==> src/rtl/core/dcbpl_pkg.sv <==
// shared types, constants and command/status structs for the bus protection ladder
package dcbpl_pkg;

	localparam int BusTickDividerDef = 5;
	localparam int OvConfirmDef      = 2;
	localparam int GateConfirmDef    = 11;
	localparam int AdcBitsDef        = 12;

	// configuration register indexes
	localparam logic [2:0] REG_FULLSCALE = 3'd0;
	localparam logic [2:0] REG_BRAKE_OFF = 3'd1;
	localparam logic [2:0] REG_BRAKE_ON  = 3'd2;
	localparam logic [2:0] REG_REGEN_ST  = 3'd3;
	localparam logic [2:0] REG_REGEN_FL  = 3'd4;
	localparam logic [2:0] REG_OV_TRIP   = 3'd5;
	localparam logic [2:0] REG_GAIN      = 3'd6;
	localparam logic [2:0] REG_MAX_DUTY  = 3'd7;

	// controller states, one-hot
	typedef enum logic [7:0] {
		ST_IDLE   = 8'b0000_0001,
		ST_SCALE  = 8'b0000_0010,
		ST_SDIV   = 8'b0000_0100,
		ST_FILT   = 8'b0000_1000,
		ST_REGEN  = 8'b0001_0000,
		ST_RDIV   = 8'b0010_0000,
		ST_TICK   = 8'b0100_0000,
		ST_OUT    = 8'b1000_0000
	} state_t;

	typedef struct packed {
		logic capture;    // latch input item
		logic scale;      // compute scaled numerator
		logic div_start;  // start divider on scale
		logic filt;       // median + filter
		logic regen;      // ov debounce, regen derate select / numerator
		logic rdiv_start; // start divider on regen
		logic rdiv_done;  // take regen quotient
		logic tick;       // per-tick logic and result load
	} dp_cmd_t;

	typedef struct packed {
		logic bus_tick;   // this item samples the bus
		logic valid;      // sample valid
		logic need_rdiv;  // regen needs division
		logic div_busy;
	} dp_sts_t;

endpackage

==> src/rtl/core/dcbpl_div.sv <==
// restoring serial divider, one quotient bit per cycle
module dcbpl_div import dcbpl_pkg::*; (
	input  logic        clk,
	input  logic        arst_n,
	input  logic        start,
	input  logic [47:0] num,
	input  logic [16:0] den,
	output logic        busy,
	output logic [47:0] quo
);
	logic [5:0]  cnt_q;
	logic [47:0] quo_q;
	logic [16:0] rem_q;
	logic [16:0] den_q;
	logic [17:0] trial;

	assign trial = {rem_q, quo_q[47]} - {1'b0, den_q};

	always_ff @(posedge clk or negedge arst_n) begin
		if (!arst_n) begin
			cnt_q <= '0;
		end else if (start) begin
			cnt_q <= 6'd48;
		end else if (cnt_q != '0) begin
			cnt_q <= cnt_q - 6'd1;
		end
	end

	// shift one numerator bit into the remainder per step
	always_ff @(posedge clk) begin
		if (start) begin
			quo_q <= num;
			rem_q <= '0;
			den_q <= den;
		end else if (cnt_q != '0) begin
			if (!trial[17]) begin
				rem_q <= trial[16:0];
				quo_q <= {quo_q[46:0], 1'b1};
			end else begin
				rem_q <= {rem_q[15:0], quo_q[47]};
				quo_q <= {quo_q[46:0], 1'b0};
			end
		end
	end

	assign busy = (cnt_q != '0);
	assign quo  = quo_q;
endmodule

==> src/rtl/core/dcbpl_datapath.sv <==
// datapath: config registers, scaling, median, filter, debounce, derate, chopper
module dcbpl_datapath import dcbpl_pkg::*; #(
	parameter int BUS_TICK_DIVIDER   = BusTickDividerDef,
	parameter int OV_CONFIRM_SAMPLES = OvConfirmDef,
	parameter int GATE_CONFIRM_TICKS = GateConfirmDef,
	parameter int ADC_BITS           = AdcBitsDef
) (
	input  logic        clk,
	input  logic        arst_n,
	input  dp_cmd_t     cmd,
	output dp_sts_t     sts,
	input  logic        cfg_valid,
	input  logic [2:0]  cfg_index,
	input  logic [15:0] cfg_data,
	input  logic [11:0] vbus_code,
	input  logic        vbus_valid,
	input  logic        gate_enabled,
	input  logic        driver_fault,
	input  logic        loop_ready,
	input  logic        clear_request,
	input  logic [15:0] current_limit_ma,
	output logic [11:0] brake_duty,
	output logic        gate_cut,
	output logic        fault_latched,
	output logic        ov_event,
	output logic        driver_fault_event,
	output logic        cleared,
	output logic [15:0] regen_limit_ma,
	output logic [15:0] vbus_filtered_mv
);
	localparam logic [15:0] FullCode = 16'((1 << ADC_BITS) - 1);

	// configuration registers
	logic [15:0] fs_q, boff_q, bon_q, rst_q, rfl_q, ovt_q, gain_q;
	logic [11:0] maxd_q;

	always_ff @(posedge clk or negedge arst_n) begin
		if (!arst_n) begin
			fs_q <= 16'd62700; boff_q <= 16'd26000; bon_q <= 16'd27000;
			rst_q <= 16'd28000; rfl_q <= 16'd29000; ovt_q <= 16'd30000;
			gain_q <= 16'd4096; maxd_q <= 12'd2048;
		end else if (cfg_valid) begin
			unique case (cfg_index)
				REG_FULLSCALE: fs_q   <= cfg_data;
				REG_BRAKE_OFF: boff_q <= cfg_data;
				REG_BRAKE_ON:  bon_q  <= cfg_data;
				REG_REGEN_ST:  rst_q  <= cfg_data;
				REG_REGEN_FL:  rfl_q  <= cfg_data;
				REG_OV_TRIP:   ovt_q  <= cfg_data;
				REG_GAIN:      gain_q <= cfg_data;
				REG_MAX_DUTY:  maxd_q <= cfg_data[11:0];
				default: ;
			endcase
		end
	end

	// captured item
	logic [11:0] code_q;
	logic        vld_q, gen_q, drf_q, rdy_q, clr_q;
	logic [15:0] lim_q;

	always_ff @(posedge clk) begin
		if (cmd.capture) begin
			code_q <= vbus_code; vld_q <= vbus_valid; gen_q <= gate_enabled;
			drf_q <= driver_fault; rdy_q <= loop_ready; clr_q <= clear_request;
			lim_q <= current_limit_ma;
		end
	end

	// state
	logic [15:0] older_q, newer_q, filt_q, held_q;
	logic        primed_q, chop_q, fault_q;
	logic [1:0]  ovc_q;
	logic [3:0]  gfc_q;
	logic [2:0]  tdiv_q;
	logic [31:0] prod_q;

	// serial divider for the regen derate
	logic        div_start, div_busy;
	logic [47:0] div_num, div_quo;
	logic [16:0] div_den;
	logic [31:0] rprod;

	assign rprod = 32'(lim_q) * 32'(rfl_q - filt_q);

	dcbpl_div u_div (
		.clk(clk), .arst_n(arst_n), .start(div_start),
		.num(div_num), .den(div_den), .busy(div_busy), .quo(div_quo)
	);

	assign div_start = cmd.rdiv_start;
	assign div_num   = {16'd0, rprod};
	assign div_den   = {1'b0, rfl_q - rst_q};

	// scaling division by the full-scale code: fold the high part back into the low part
	logic [31:0] sacc_q, squo_q, shi;
	logic        sbusy_q;

	assign shi = sacc_q >> ADC_BITS;

	always_ff @(posedge clk or negedge arst_n) begin
		if (!arst_n) begin
			sbusy_q <= 1'b0;
		end else if (cmd.div_start) begin
			sbusy_q <= 1'b1;
		end else if (sbusy_q && shi == '0) begin
			sbusy_q <= 1'b0;
		end
	end

	always_ff @(posedge clk) begin
		if (cmd.div_start) begin
			sacc_q <= prod_q + 32'(FullCode >> 1);
			squo_q <= '0;
		end else if (sbusy_q) begin
			if (shi != '0) begin
				squo_q <= squo_q + shi;
				sacc_q <= (sacc_q & 32'(FullCode)) + shi;
			end else if (sacc_q == 32'(FullCode)) begin
				squo_q <= squo_q + 32'd1;
				sacc_q <= '0;
			end
		end
	end

	logic [2:0] tdiv_inc;
	assign tdiv_inc = tdiv_q + 3'd1;

	assign sts.bus_tick  = (32'(tdiv_inc) >= 32'(BUS_TICK_DIVIDER));
	assign sts.valid     = vld_q;
	assign sts.need_rdiv = (filt_q > rst_q) && (rfl_q > rst_q) && (filt_q < rfl_q);
	assign sts.div_busy  = div_busy | sbusy_q;

	// median of three on current history plus new sample
	logic [15:0] v, o, n, lo, hi, t, med;
	logic signed [17:0] diff;
	logic signed [25:0] p;
	logic signed [17:0] q;
	logic [15:0] fnew;

	always_comb begin
		v   = squo_q[15:0];
		o   = primed_q ? older_q : v;
		n   = primed_q ? newer_q : v;
		lo  = (o < n) ? o : n;
		hi  = (o < n) ? n : o;
		t   = (hi < v) ? hi : v;
		med = (lo > t) ? lo : t;
		diff = $signed({2'b0, med}) - $signed({2'b0, filt_q});
		p    = 26'(diff) * 26'sd84 + 26'sd128;
		q    = 18'(p >>> 8);
		fnew = (filt_q == 16'd0) ? med : 16'($signed({2'b0, filt_q}) + q);
	end

	// per-tick combinational evaluation
	logic       clr_f, gfc_fire, en_g, act;
	logic [3:0] gfc_n;
	logic [31:0] dprod;
	logic [15:0] dshift;
	logic        chop_n;
	logic [11:0] duty;

	always_comb begin
		gfc_n = (gen_q && drf_q) ?
			((32'(gfc_q) < GATE_CONFIRM_TICKS) ? gfc_q + 4'd1 : gfc_q) : 4'd0;
		gfc_fire = (32'(gfc_n) >= GATE_CONFIRM_TICKS);
		en_g = gen_q & ~gfc_fire;
		clr_f = fault_q | gfc_fire;
		act = rdy_q & ~clr_f & en_g & (filt_q != 16'd0);
		chop_n = chop_q;
		if (!act) begin
			chop_n = 1'b0;
		end else begin
			if (filt_q < boff_q) chop_n = 1'b0;
			if (filt_q > bon_q)  chop_n = 1'b1;
		end
		dprod  = 32'(filt_q - boff_q) * 32'(gain_q);
		dshift = dprod[31:16];
		duty = '0;
		if (act && chop_n && filt_q > boff_q) begin
			duty = (dshift > 16'(maxd_q)) ? maxd_q : dshift[11:0];
		end
	end

	logic ovc_fire;
	logic [1:0] ovc_n;
	logic [15:0] vb;
	assign vb = filt_q;
	always_comb begin
		ovc_n = (vb > ovt_q) ?
			((32'(ovc_q) < OV_CONFIRM_SAMPLES) ? ovc_q + 2'd1 : ovc_q) : 2'd0;
		ovc_fire = (32'(ovc_n) >= OV_CONFIRM_SAMPLES);
	end

	// state registers and result
	always_ff @(posedge clk or negedge arst_n) begin
		if (!arst_n) begin
			older_q <= '0; newer_q <= '0; filt_q <= '0; held_q <= '0;
			primed_q <= 1'b0; chop_q <= 1'b0; fault_q <= 1'b0;
			ovc_q <= '0; gfc_q <= '0; tdiv_q <= '0;
			gate_cut <= 1'b0; ov_event <= 1'b0; driver_fault_event <= 1'b0;
			cleared <= 1'b0; brake_duty <= '0;
		end else begin
			if (cmd.capture) begin
				if (clear_request) fault_q <= 1'b0;
				gate_cut <= 1'b0;
				ov_event <= 1'b0;
			end
			if (cmd.scale) begin
				tdiv_q <= sts.bus_tick ? 3'd0 : tdiv_inc;
			end
			if (cmd.filt) begin
				if (vld_q) begin
					older_q <= n; newer_q <= v; primed_q <= 1'b1;
					filt_q <= fnew;
				end
			end
			if (cmd.regen && filt_q != 16'd0) begin
				ovc_q <= ovc_n;
				if (ovc_fire && !fault_q) begin
					fault_q <= 1'b1; gate_cut <= 1'b1; ov_event <= 1'b1;
				end
				if (filt_q <= rst_q) held_q <= lim_q;
				else if (!sts.need_rdiv) held_q <= '0;
			end
			if (cmd.rdiv_done) held_q <= div_quo[15:0];
			if (cmd.tick) begin
				gfc_q <= gfc_n;
				if (gfc_fire) begin
					fault_q <= 1'b1; gate_cut <= 1'b1;
				end
				driver_fault_event <= gfc_fire;
				cleared <= clr_q;
				chop_q <= chop_n;
				brake_duty <= duty;
			end
		end
	end

	always_ff @(posedge clk) begin
		if (cmd.scale) prod_q <= 32'(code_q > FullCode[11:0] && ADC_BITS < 12 ?
			FullCode : 16'(code_q)) * 32'(fs_q);
	end

	assign fault_latched    = fault_q;
	assign regen_limit_ma   = held_q;
	assign vbus_filtered_mv = filt_q;
endmodule

==> src/rtl/core/dcbpl_ctrl.sv <==
// controller state machine sequencing one tick
module dcbpl_ctrl import dcbpl_pkg::*; (
	input  logic    clk,
	input  logic    arst_n,
	input  logic    in_valid,
	output logic    in_ready,
	output logic    out_valid,
	input  logic    out_ready,
	input  dp_sts_t sts,
	output dp_cmd_t cmd
);
	state_t state_q, state_d;
	logic   started_q;

	always_ff @(posedge clk or negedge arst_n) begin
		if (!arst_n) begin
			state_q <= ST_IDLE;
			started_q <= 1'b0;
		end else begin
			state_q <= state_d;
			started_q <= (state_d == state_q);
		end
	end

	assign in_ready  = (state_q == ST_IDLE);
	assign out_valid = (state_q == ST_OUT);

	// next state and commands
	always_comb begin
		state_d = state_q;
		cmd = '0;
		unique case (state_q)
			ST_IDLE: begin
				if (in_valid) begin
					cmd.capture = 1'b1;
					state_d = ST_SCALE;
				end
			end
			ST_SCALE: begin
				cmd.scale = 1'b1;
				state_d = (sts.bus_tick && sts.valid) ? ST_SDIV :
					(sts.bus_tick ? ST_REGEN : ST_TICK);
			end
			ST_SDIV: begin
				if (!started_q) cmd.div_start = 1'b1;
				else if (!sts.div_busy) state_d = ST_FILT;
			end
			ST_FILT: begin
				cmd.filt = 1'b1;
				state_d = ST_REGEN;
			end
			ST_REGEN: begin
				cmd.regen = 1'b1;
				state_d = sts.need_rdiv ? ST_RDIV : ST_TICK;
			end
			ST_RDIV: begin
				if (!started_q) cmd.rdiv_start = 1'b1;
				else if (!sts.div_busy) begin
					cmd.rdiv_done = 1'b1;
					state_d = ST_TICK;
				end
			end
			ST_TICK: begin
				cmd.tick = 1'b1;
				state_d = ST_OUT;
			end
			ST_OUT: begin
				if (out_ready) state_d = ST_IDLE;
			end
			default: state_d = ST_IDLE;
		endcase
	end
endmodule

==> src/rtl/core/dc_bus_protection_ladder.sv <==
// top level of the dc bus protection ladder
// sequence: a tick without bus sample passes the scale, tick and out steps; a sample tick with
// an invalid sample adds the regen step; a valid sample also runs the scaling folds and the
// filter step, and the serial divider runs when the regen limit needs it
// throughput: a new item is taken only once the previous result has been taken at the output
// reset: arst_n clears the control, filter and result state and loads register defaults
module dc_bus_protection_ladder import dcbpl_pkg::*; #(
	parameter int BUS_TICK_DIVIDER   = BusTickDividerDef,
	parameter int OV_CONFIRM_SAMPLES = OvConfirmDef,
	parameter int GATE_CONFIRM_TICKS = GateConfirmDef,
	parameter int ADC_BITS           = AdcBitsDef
) (
	input  logic        clk,
	input  logic        arst_n,
	input  logic        cfg_valid,
	output logic        cfg_ready,
	input  logic [2:0]  cfg_index,
	input  logic [15:0] cfg_data,
	input  logic        in_valid,
	output logic        in_ready,
	input  logic [11:0] vbus_code,
	input  logic        vbus_valid,
	input  logic        gate_enabled,
	input  logic        driver_fault,
	input  logic        loop_ready,
	input  logic        clear_request,
	input  logic [15:0] current_limit_ma,
	output logic        out_valid,
	input  logic        out_ready,
	output logic [11:0] brake_duty,
	output logic        gate_cut,
	output logic        fault_latched,
	output logic        ov_event,
	output logic        driver_fault_event,
	output logic        cleared,
	output logic [15:0] regen_limit_ma,
	output logic [15:0] vbus_filtered_mv
);
	dp_cmd_t cmd;
	dp_sts_t sts;

	assign cfg_ready = 1'b1;

	dcbpl_ctrl u_ctrl (
		.clk(clk), .arst_n(arst_n), .in_valid(in_valid), .in_ready(in_ready),
		.out_valid(out_valid), .out_ready(out_ready), .sts(sts), .cmd(cmd)
	);

	dcbpl_datapath #(
		.BUS_TICK_DIVIDER(BUS_TICK_DIVIDER), .OV_CONFIRM_SAMPLES(OV_CONFIRM_SAMPLES),
		.GATE_CONFIRM_TICKS(GATE_CONFIRM_TICKS), .ADC_BITS(ADC_BITS)
	) u_dp (
		.clk(clk), .arst_n(arst_n), .cmd(cmd), .sts(sts),
		.cfg_valid(cfg_valid), .cfg_index(cfg_index), .cfg_data(cfg_data),
		.vbus_code(vbus_code), .vbus_valid(vbus_valid), .gate_enabled(gate_enabled),
		.driver_fault(driver_fault), .loop_ready(loop_ready),
		.clear_request(clear_request), .current_limit_ma(current_limit_ma),
		.brake_duty(brake_duty), .gate_cut(gate_cut), .fault_latched(fault_latched),
		.ov_event(ov_event), .driver_fault_event(driver_fault_event),
		.cleared(cleared), .regen_limit_ma(regen_limit_ma),
		.vbus_filtered_mv(vbus_filtered_mv)
	);
endmodule

==> config.mk <==
export PLATFORM = sky130hd
export DESIGN_NAME = dc_bus_protection_ladder
export DESIGN_NICKNAME = d
export VERILOG_FILES = /design/src/rtl/core/dcbpl_pkg.sv /design/src/rtl/core/dcbpl_div.sv /design/src/rtl/core/dcbpl_datapath.sv /design/src/rtl/core/dcbpl_ctrl.sv /design/src/rtl/core/dc_bus_protection_ladder.sv
export SDC_FILE = /design/constraint.sdc
export NUM_CORES = 2
export LEC_CHECK = 0
export ABC_AREA = 1
export BUFFER_PORTS_ARGS = -buffer_cell sky130_fd_sc_hd__buf_2
export CORE_UTILIZATION = 50
export DETAILED_ROUTE_END_ITERATION = 6
export HOLD_SLACK_MARGIN = 0.02
export PLACE_DENSITY = 0.64
export SYNTH_ARGS = -nofsm -noshare
export SYNTH_HDL_FRONTEND = slang
export SYNTH_SLANG_ARGS = --single-unit
==> constraint.sdc <==
create_clock -name clk -period 11.9 [get_ports clk]
set_clock_uncertainty 0.05 [all_clocks]
set_input_delay 2.38 -clock clk [delete_from_list [all_inputs] [get_ports clk]]
set_output_delay 2.38 -clock clk [all_outputs]
set_load 0.02 [all_outputs]
==> impl_metrics.yaml <==
floorplanning:
  die_h_um: 328
  die_area_um2: 107000
  start_util_pct: 50.4
  coreArea_um2: 105000
  num_rows: 119
  num_io_pins: 109
  die_w_um: 328
timing:
  finalCritPeriodShare_pct: 95.1
  worstMarginPinSlew_ps: 1220
  hold_viol: 0
  setup_viol: 0
  hold_slack_ps: 392
  fin_ws_ps: 580
  maxSlewViolCount: 0
  slew_headroom_pct: 18.2
  finalCriticalPeriod_ps: 11320
  max_freq_mhz: 88.3
  tns_ps: 0
route:
  wirelength_mm: 144
  drc_errors: 0
  viasPerCell: 5.34
  drt_iter0_drc: 3027
  post_drt_wl_per_cell_um: 17.9
  dr_total_vias: 43100
  dr.pass1.iters: 6
  postRouteAntennaNets: 0
setup_path:
  critical_path_class: "register to register"
  critPathCaptureType: "register"
  crit_top_cell: "nand2_1"
  crit_slowest_cell: "dfrtp_2"
  cp-start-kind: "register"
  cp_max_fo: 11
  critPathMaxStageDelay_ps: 490
  required_ps: 12410
  arrival_ps: 11830
  rrSetupSlack_ps: 580
placement:
  dp_slack_ps: -141
  io_buffers: 107
  place_congestion: 0.942
  post-dp-hpwl_mm: 116
hold_path:
  hold_path.class: "register to register"
global_routing:
  grt_max_degree: 158
  first_global_vias: 43600
  antenna_found_initial: 2
  grt.total_usage_pct: 27.4
  grt_pass1_wl_mm: 233
  overflow: 0
outcome:
  status: "complete, no violations"
synth:
  async_flop_share_pct: 55.4
  synth-edff-count: 138
  syn_area_per_cell_um2: 8.03
  synth_nets: 7841
  ys_types: 70
  ys.warnings.count: 0
  syn-cell-area_um2: 53000
  dominantRegCellSynth: "dfrtp_1"
  synth_seq_cells: 419
  synth.yosys.seq_area_share_pct: 20.7
  syn_inst: 6606
final_layout:
  fillCellCount: 9906
  fin_nets: 7867
  syn2layout_area_growth_pct: 8.21
  diodes: 0
  multi_input_area_um2: 36400
  drive_above_1_share_pct: 7.09
  regArea_um2: 11000
clock_network:
  htree_levels: 2
  ctsHoldBuffers: 0
  ctsRootBufferMaster: "clkbuf_16"
  clock-sinks: 419
  worstSkewPairLatency_ps: 650
  clk_pin_slew_ps: 60
  numCtsBuffers: 52
  tritoncts: "yes"
  clockBufferDepth: 3
flow_run:
  maxCapViolations: 0
==> through the flow <==
step           utilization, %  cell area (um2)  cells
2_1_floorplan               -            53000   6606
3_3_place_gp             52.3            55000   7949
3_5_place_dp             52.3            55000   7949
4_1_cts                  53.9            56800   8047
5_1_grt                  54.5            57400   8067
6_report                 54.5            57400   8067
==> logic make-up after synthesis <==
| logic type | synth area share, % |
|---|---|
| simple gates | 17.4 |
| buf+inv | 11.6 |
| fa+ha+maj | 37.7 |
| compound gates | 9.60 |
| flops | 20.7 |
| xor+xnor | 3.00 |
| other cells | 0.00707 |
==> cells in the mapped netlist (all sizes together) (46+ instances only) <==
master | instances | share of area (%)
nand2 | 1521 | 11
inv | 1391 | 9.8
fa | 702 | 26
ha | 476 | 11
o21ai | 447 | 4.2
nor2 | 391 | 2.8
a21oi | 321 | 3.0
clkbuf | 198 | 1.4
dfrtp | 185 | 8.7
nand3 | 185 | 1.8
edfxtp | 138 | 7.8
xor2 | 108 | 1.8
xnor2 | 72 | 1.2
nand4 | 52 | 0.61
dfxtp | 49 | 1.8
dfstp | 47 | 2.3
nor3 | 46 | 0.45
==> repair_timing <==
action,CTS,global route
pin swaps,0,27
endpoints found under the setup margin,2,11
cloned,0,4
gates resized for setup,4,111
buffers inserted,0,16
==> critical path: cells and delay by family (launching register included) <==
| family | cells | cell delay (ps) |
|---|---|---|
| DFF | 1 | 490 |
| buffers and inverters | 15 | 1740 |
| and+or+nand+nor | 29 | 3190 |
| xor gates and xnor gates | 3 | 590 |
| adders and majority gates | 10 | 3090 |
| AOI/OAI and AO/OA | 14 | 2070 |
==> state kept, by name (all words and copies together), names as in the netlist, 6 cells and up <==
name / flops
u_dp.u_div.quo: 48
u_dp.sacc_q: 29
u_dp.prod_q: 28
u_dp.u_div.rem_q: 17
u_dp.boff_q: 16
u_dp.bon_q: 16
u_dp.fs_q: 16
u_dp.gain_q: 16
u_dp.lim_q: 16
u_dp.newer_q: 16
u_dp.older_q: 16
u_dp.ovt_q: 16
u_dp.regen_limit_ma: 16
u_dp.rfl_q: 16
u_dp.rst_q: 16
u_dp.squo_q: 16
u_dp.u_div.den_q: 16
u_dp.vbus_filtered_mv: 16
u_dp.brake_duty: 12
u_dp.code_q: 12
u_dp.maxd_q: 12
u_ctrl.state_q: 8
u_dp.u_div.cnt_q: 6
==> layer usage <==
layer	track usage (%)	up-vias	share of wire, %
met1	37.9	20900	44
met5	0	-	0.017
li1	-	20500	-
met3	4.09	281	6.6
met4	8.51	4	3.3
met2	44.2	1395	46
==> path summary, 6_finish.rpt <==
kind,from,endpoint,depth (start not counted)
min reg2reg,u_dp.clr_q$_DFFE_PP_,u_dp.cleared$_DFFE_PN0N_,2
min,u_dp.clr_q$_DFFE_PP_,u_dp.cleared$_DFFE_PN0N_,2
min in group asynchronous,arst_n,u_dp.older_q[4]$_DFFE_PN0P_,1
max reg2reg,u_dp.primed_q$_DFFE_PN0P_,u_dp.vbus_filtered_mv[12]$_DFFE_PN0P_,71
max in group asynchronous,arst_n,u_dp.fs_q[8]$_DFFE_PN0P_,2
max,u_dp.primed_q$_DFFE_PN0P_,u_dp.vbus_filtered_mv[12]$_DFFE_PN0P_,71
==> layout by cell type (no fill, tap or decap), types with 9 or more instances in the layout <==
| master | netlist | final |
|---|---|---|
| nand2_1 | 1519 | 1509 |
| inv_1 | 1384 | 1380 |
| fa_1 | 702 | 701 |
| ha_1 | 476 | 464 |
| o21ai_0 | 427 | 404 |
| nor2_1 | 389 | 380 |
| a21oi_1 | 321 | 307 |
| dfrtp_1 | 185 | 184 |
| nand3_1 | 184 | 183 |
| edfxtp_1 | 138 | 138 |
| buf_2 | 13 | 106 |
| xor2_1 | 107 | 101 |
| buf_4 | 2 | 84 |
| xnor2_1 | 71 | 70 |
| clkbuf_16 | 0 | 56 |
| nand4_1 | 52 | 52 |
| dfxtp_1 | 49 | 49 |
| dfstp_2 | 47 | 47 |
| nor3_1 | 44 | 39 |
| a31oi_1 | 32 | 29 |
| o21ai_1 | 17 | 28 |
| or2_2 | 28 | 28 |
| nor4_1 | 24 | 23 |
| o22ai_1 | 16 | 16 |
| a22oi_1 | 16 | 16 |
| o21a_1 | 15 | 15 |
| o21ai_2 | 3 | 15 |
| a21oi_2 | 0 | 14 |
| o21bai_1 | 15 | 13 |
| clkinv_1 | 6 | 13 |
| o211ai_1 | 12 | 12 |
| nand2_2 | 2 | 11 |
| a21o_1 | 10 | 10 |
| inv_2 | 7 | 10 |
| clkinv_2 | 0 | 9 |
==> layout make-up <==
type / instances / share of cell area [%]
clock inverter: 33 / 0.521
clock buffer: 65 / 2.50
timing repair buffer: 200 / 2.31
tap: 1391 / 3.03
sequential: 419 / 19.2
multi-input combinational: 4562 / 63.3
inverter: 1397 / 9.14
Power is left out: the tool's default activity adds up to more than one toggle a clock period on the data nets, which glitch-free logic cannot reach.
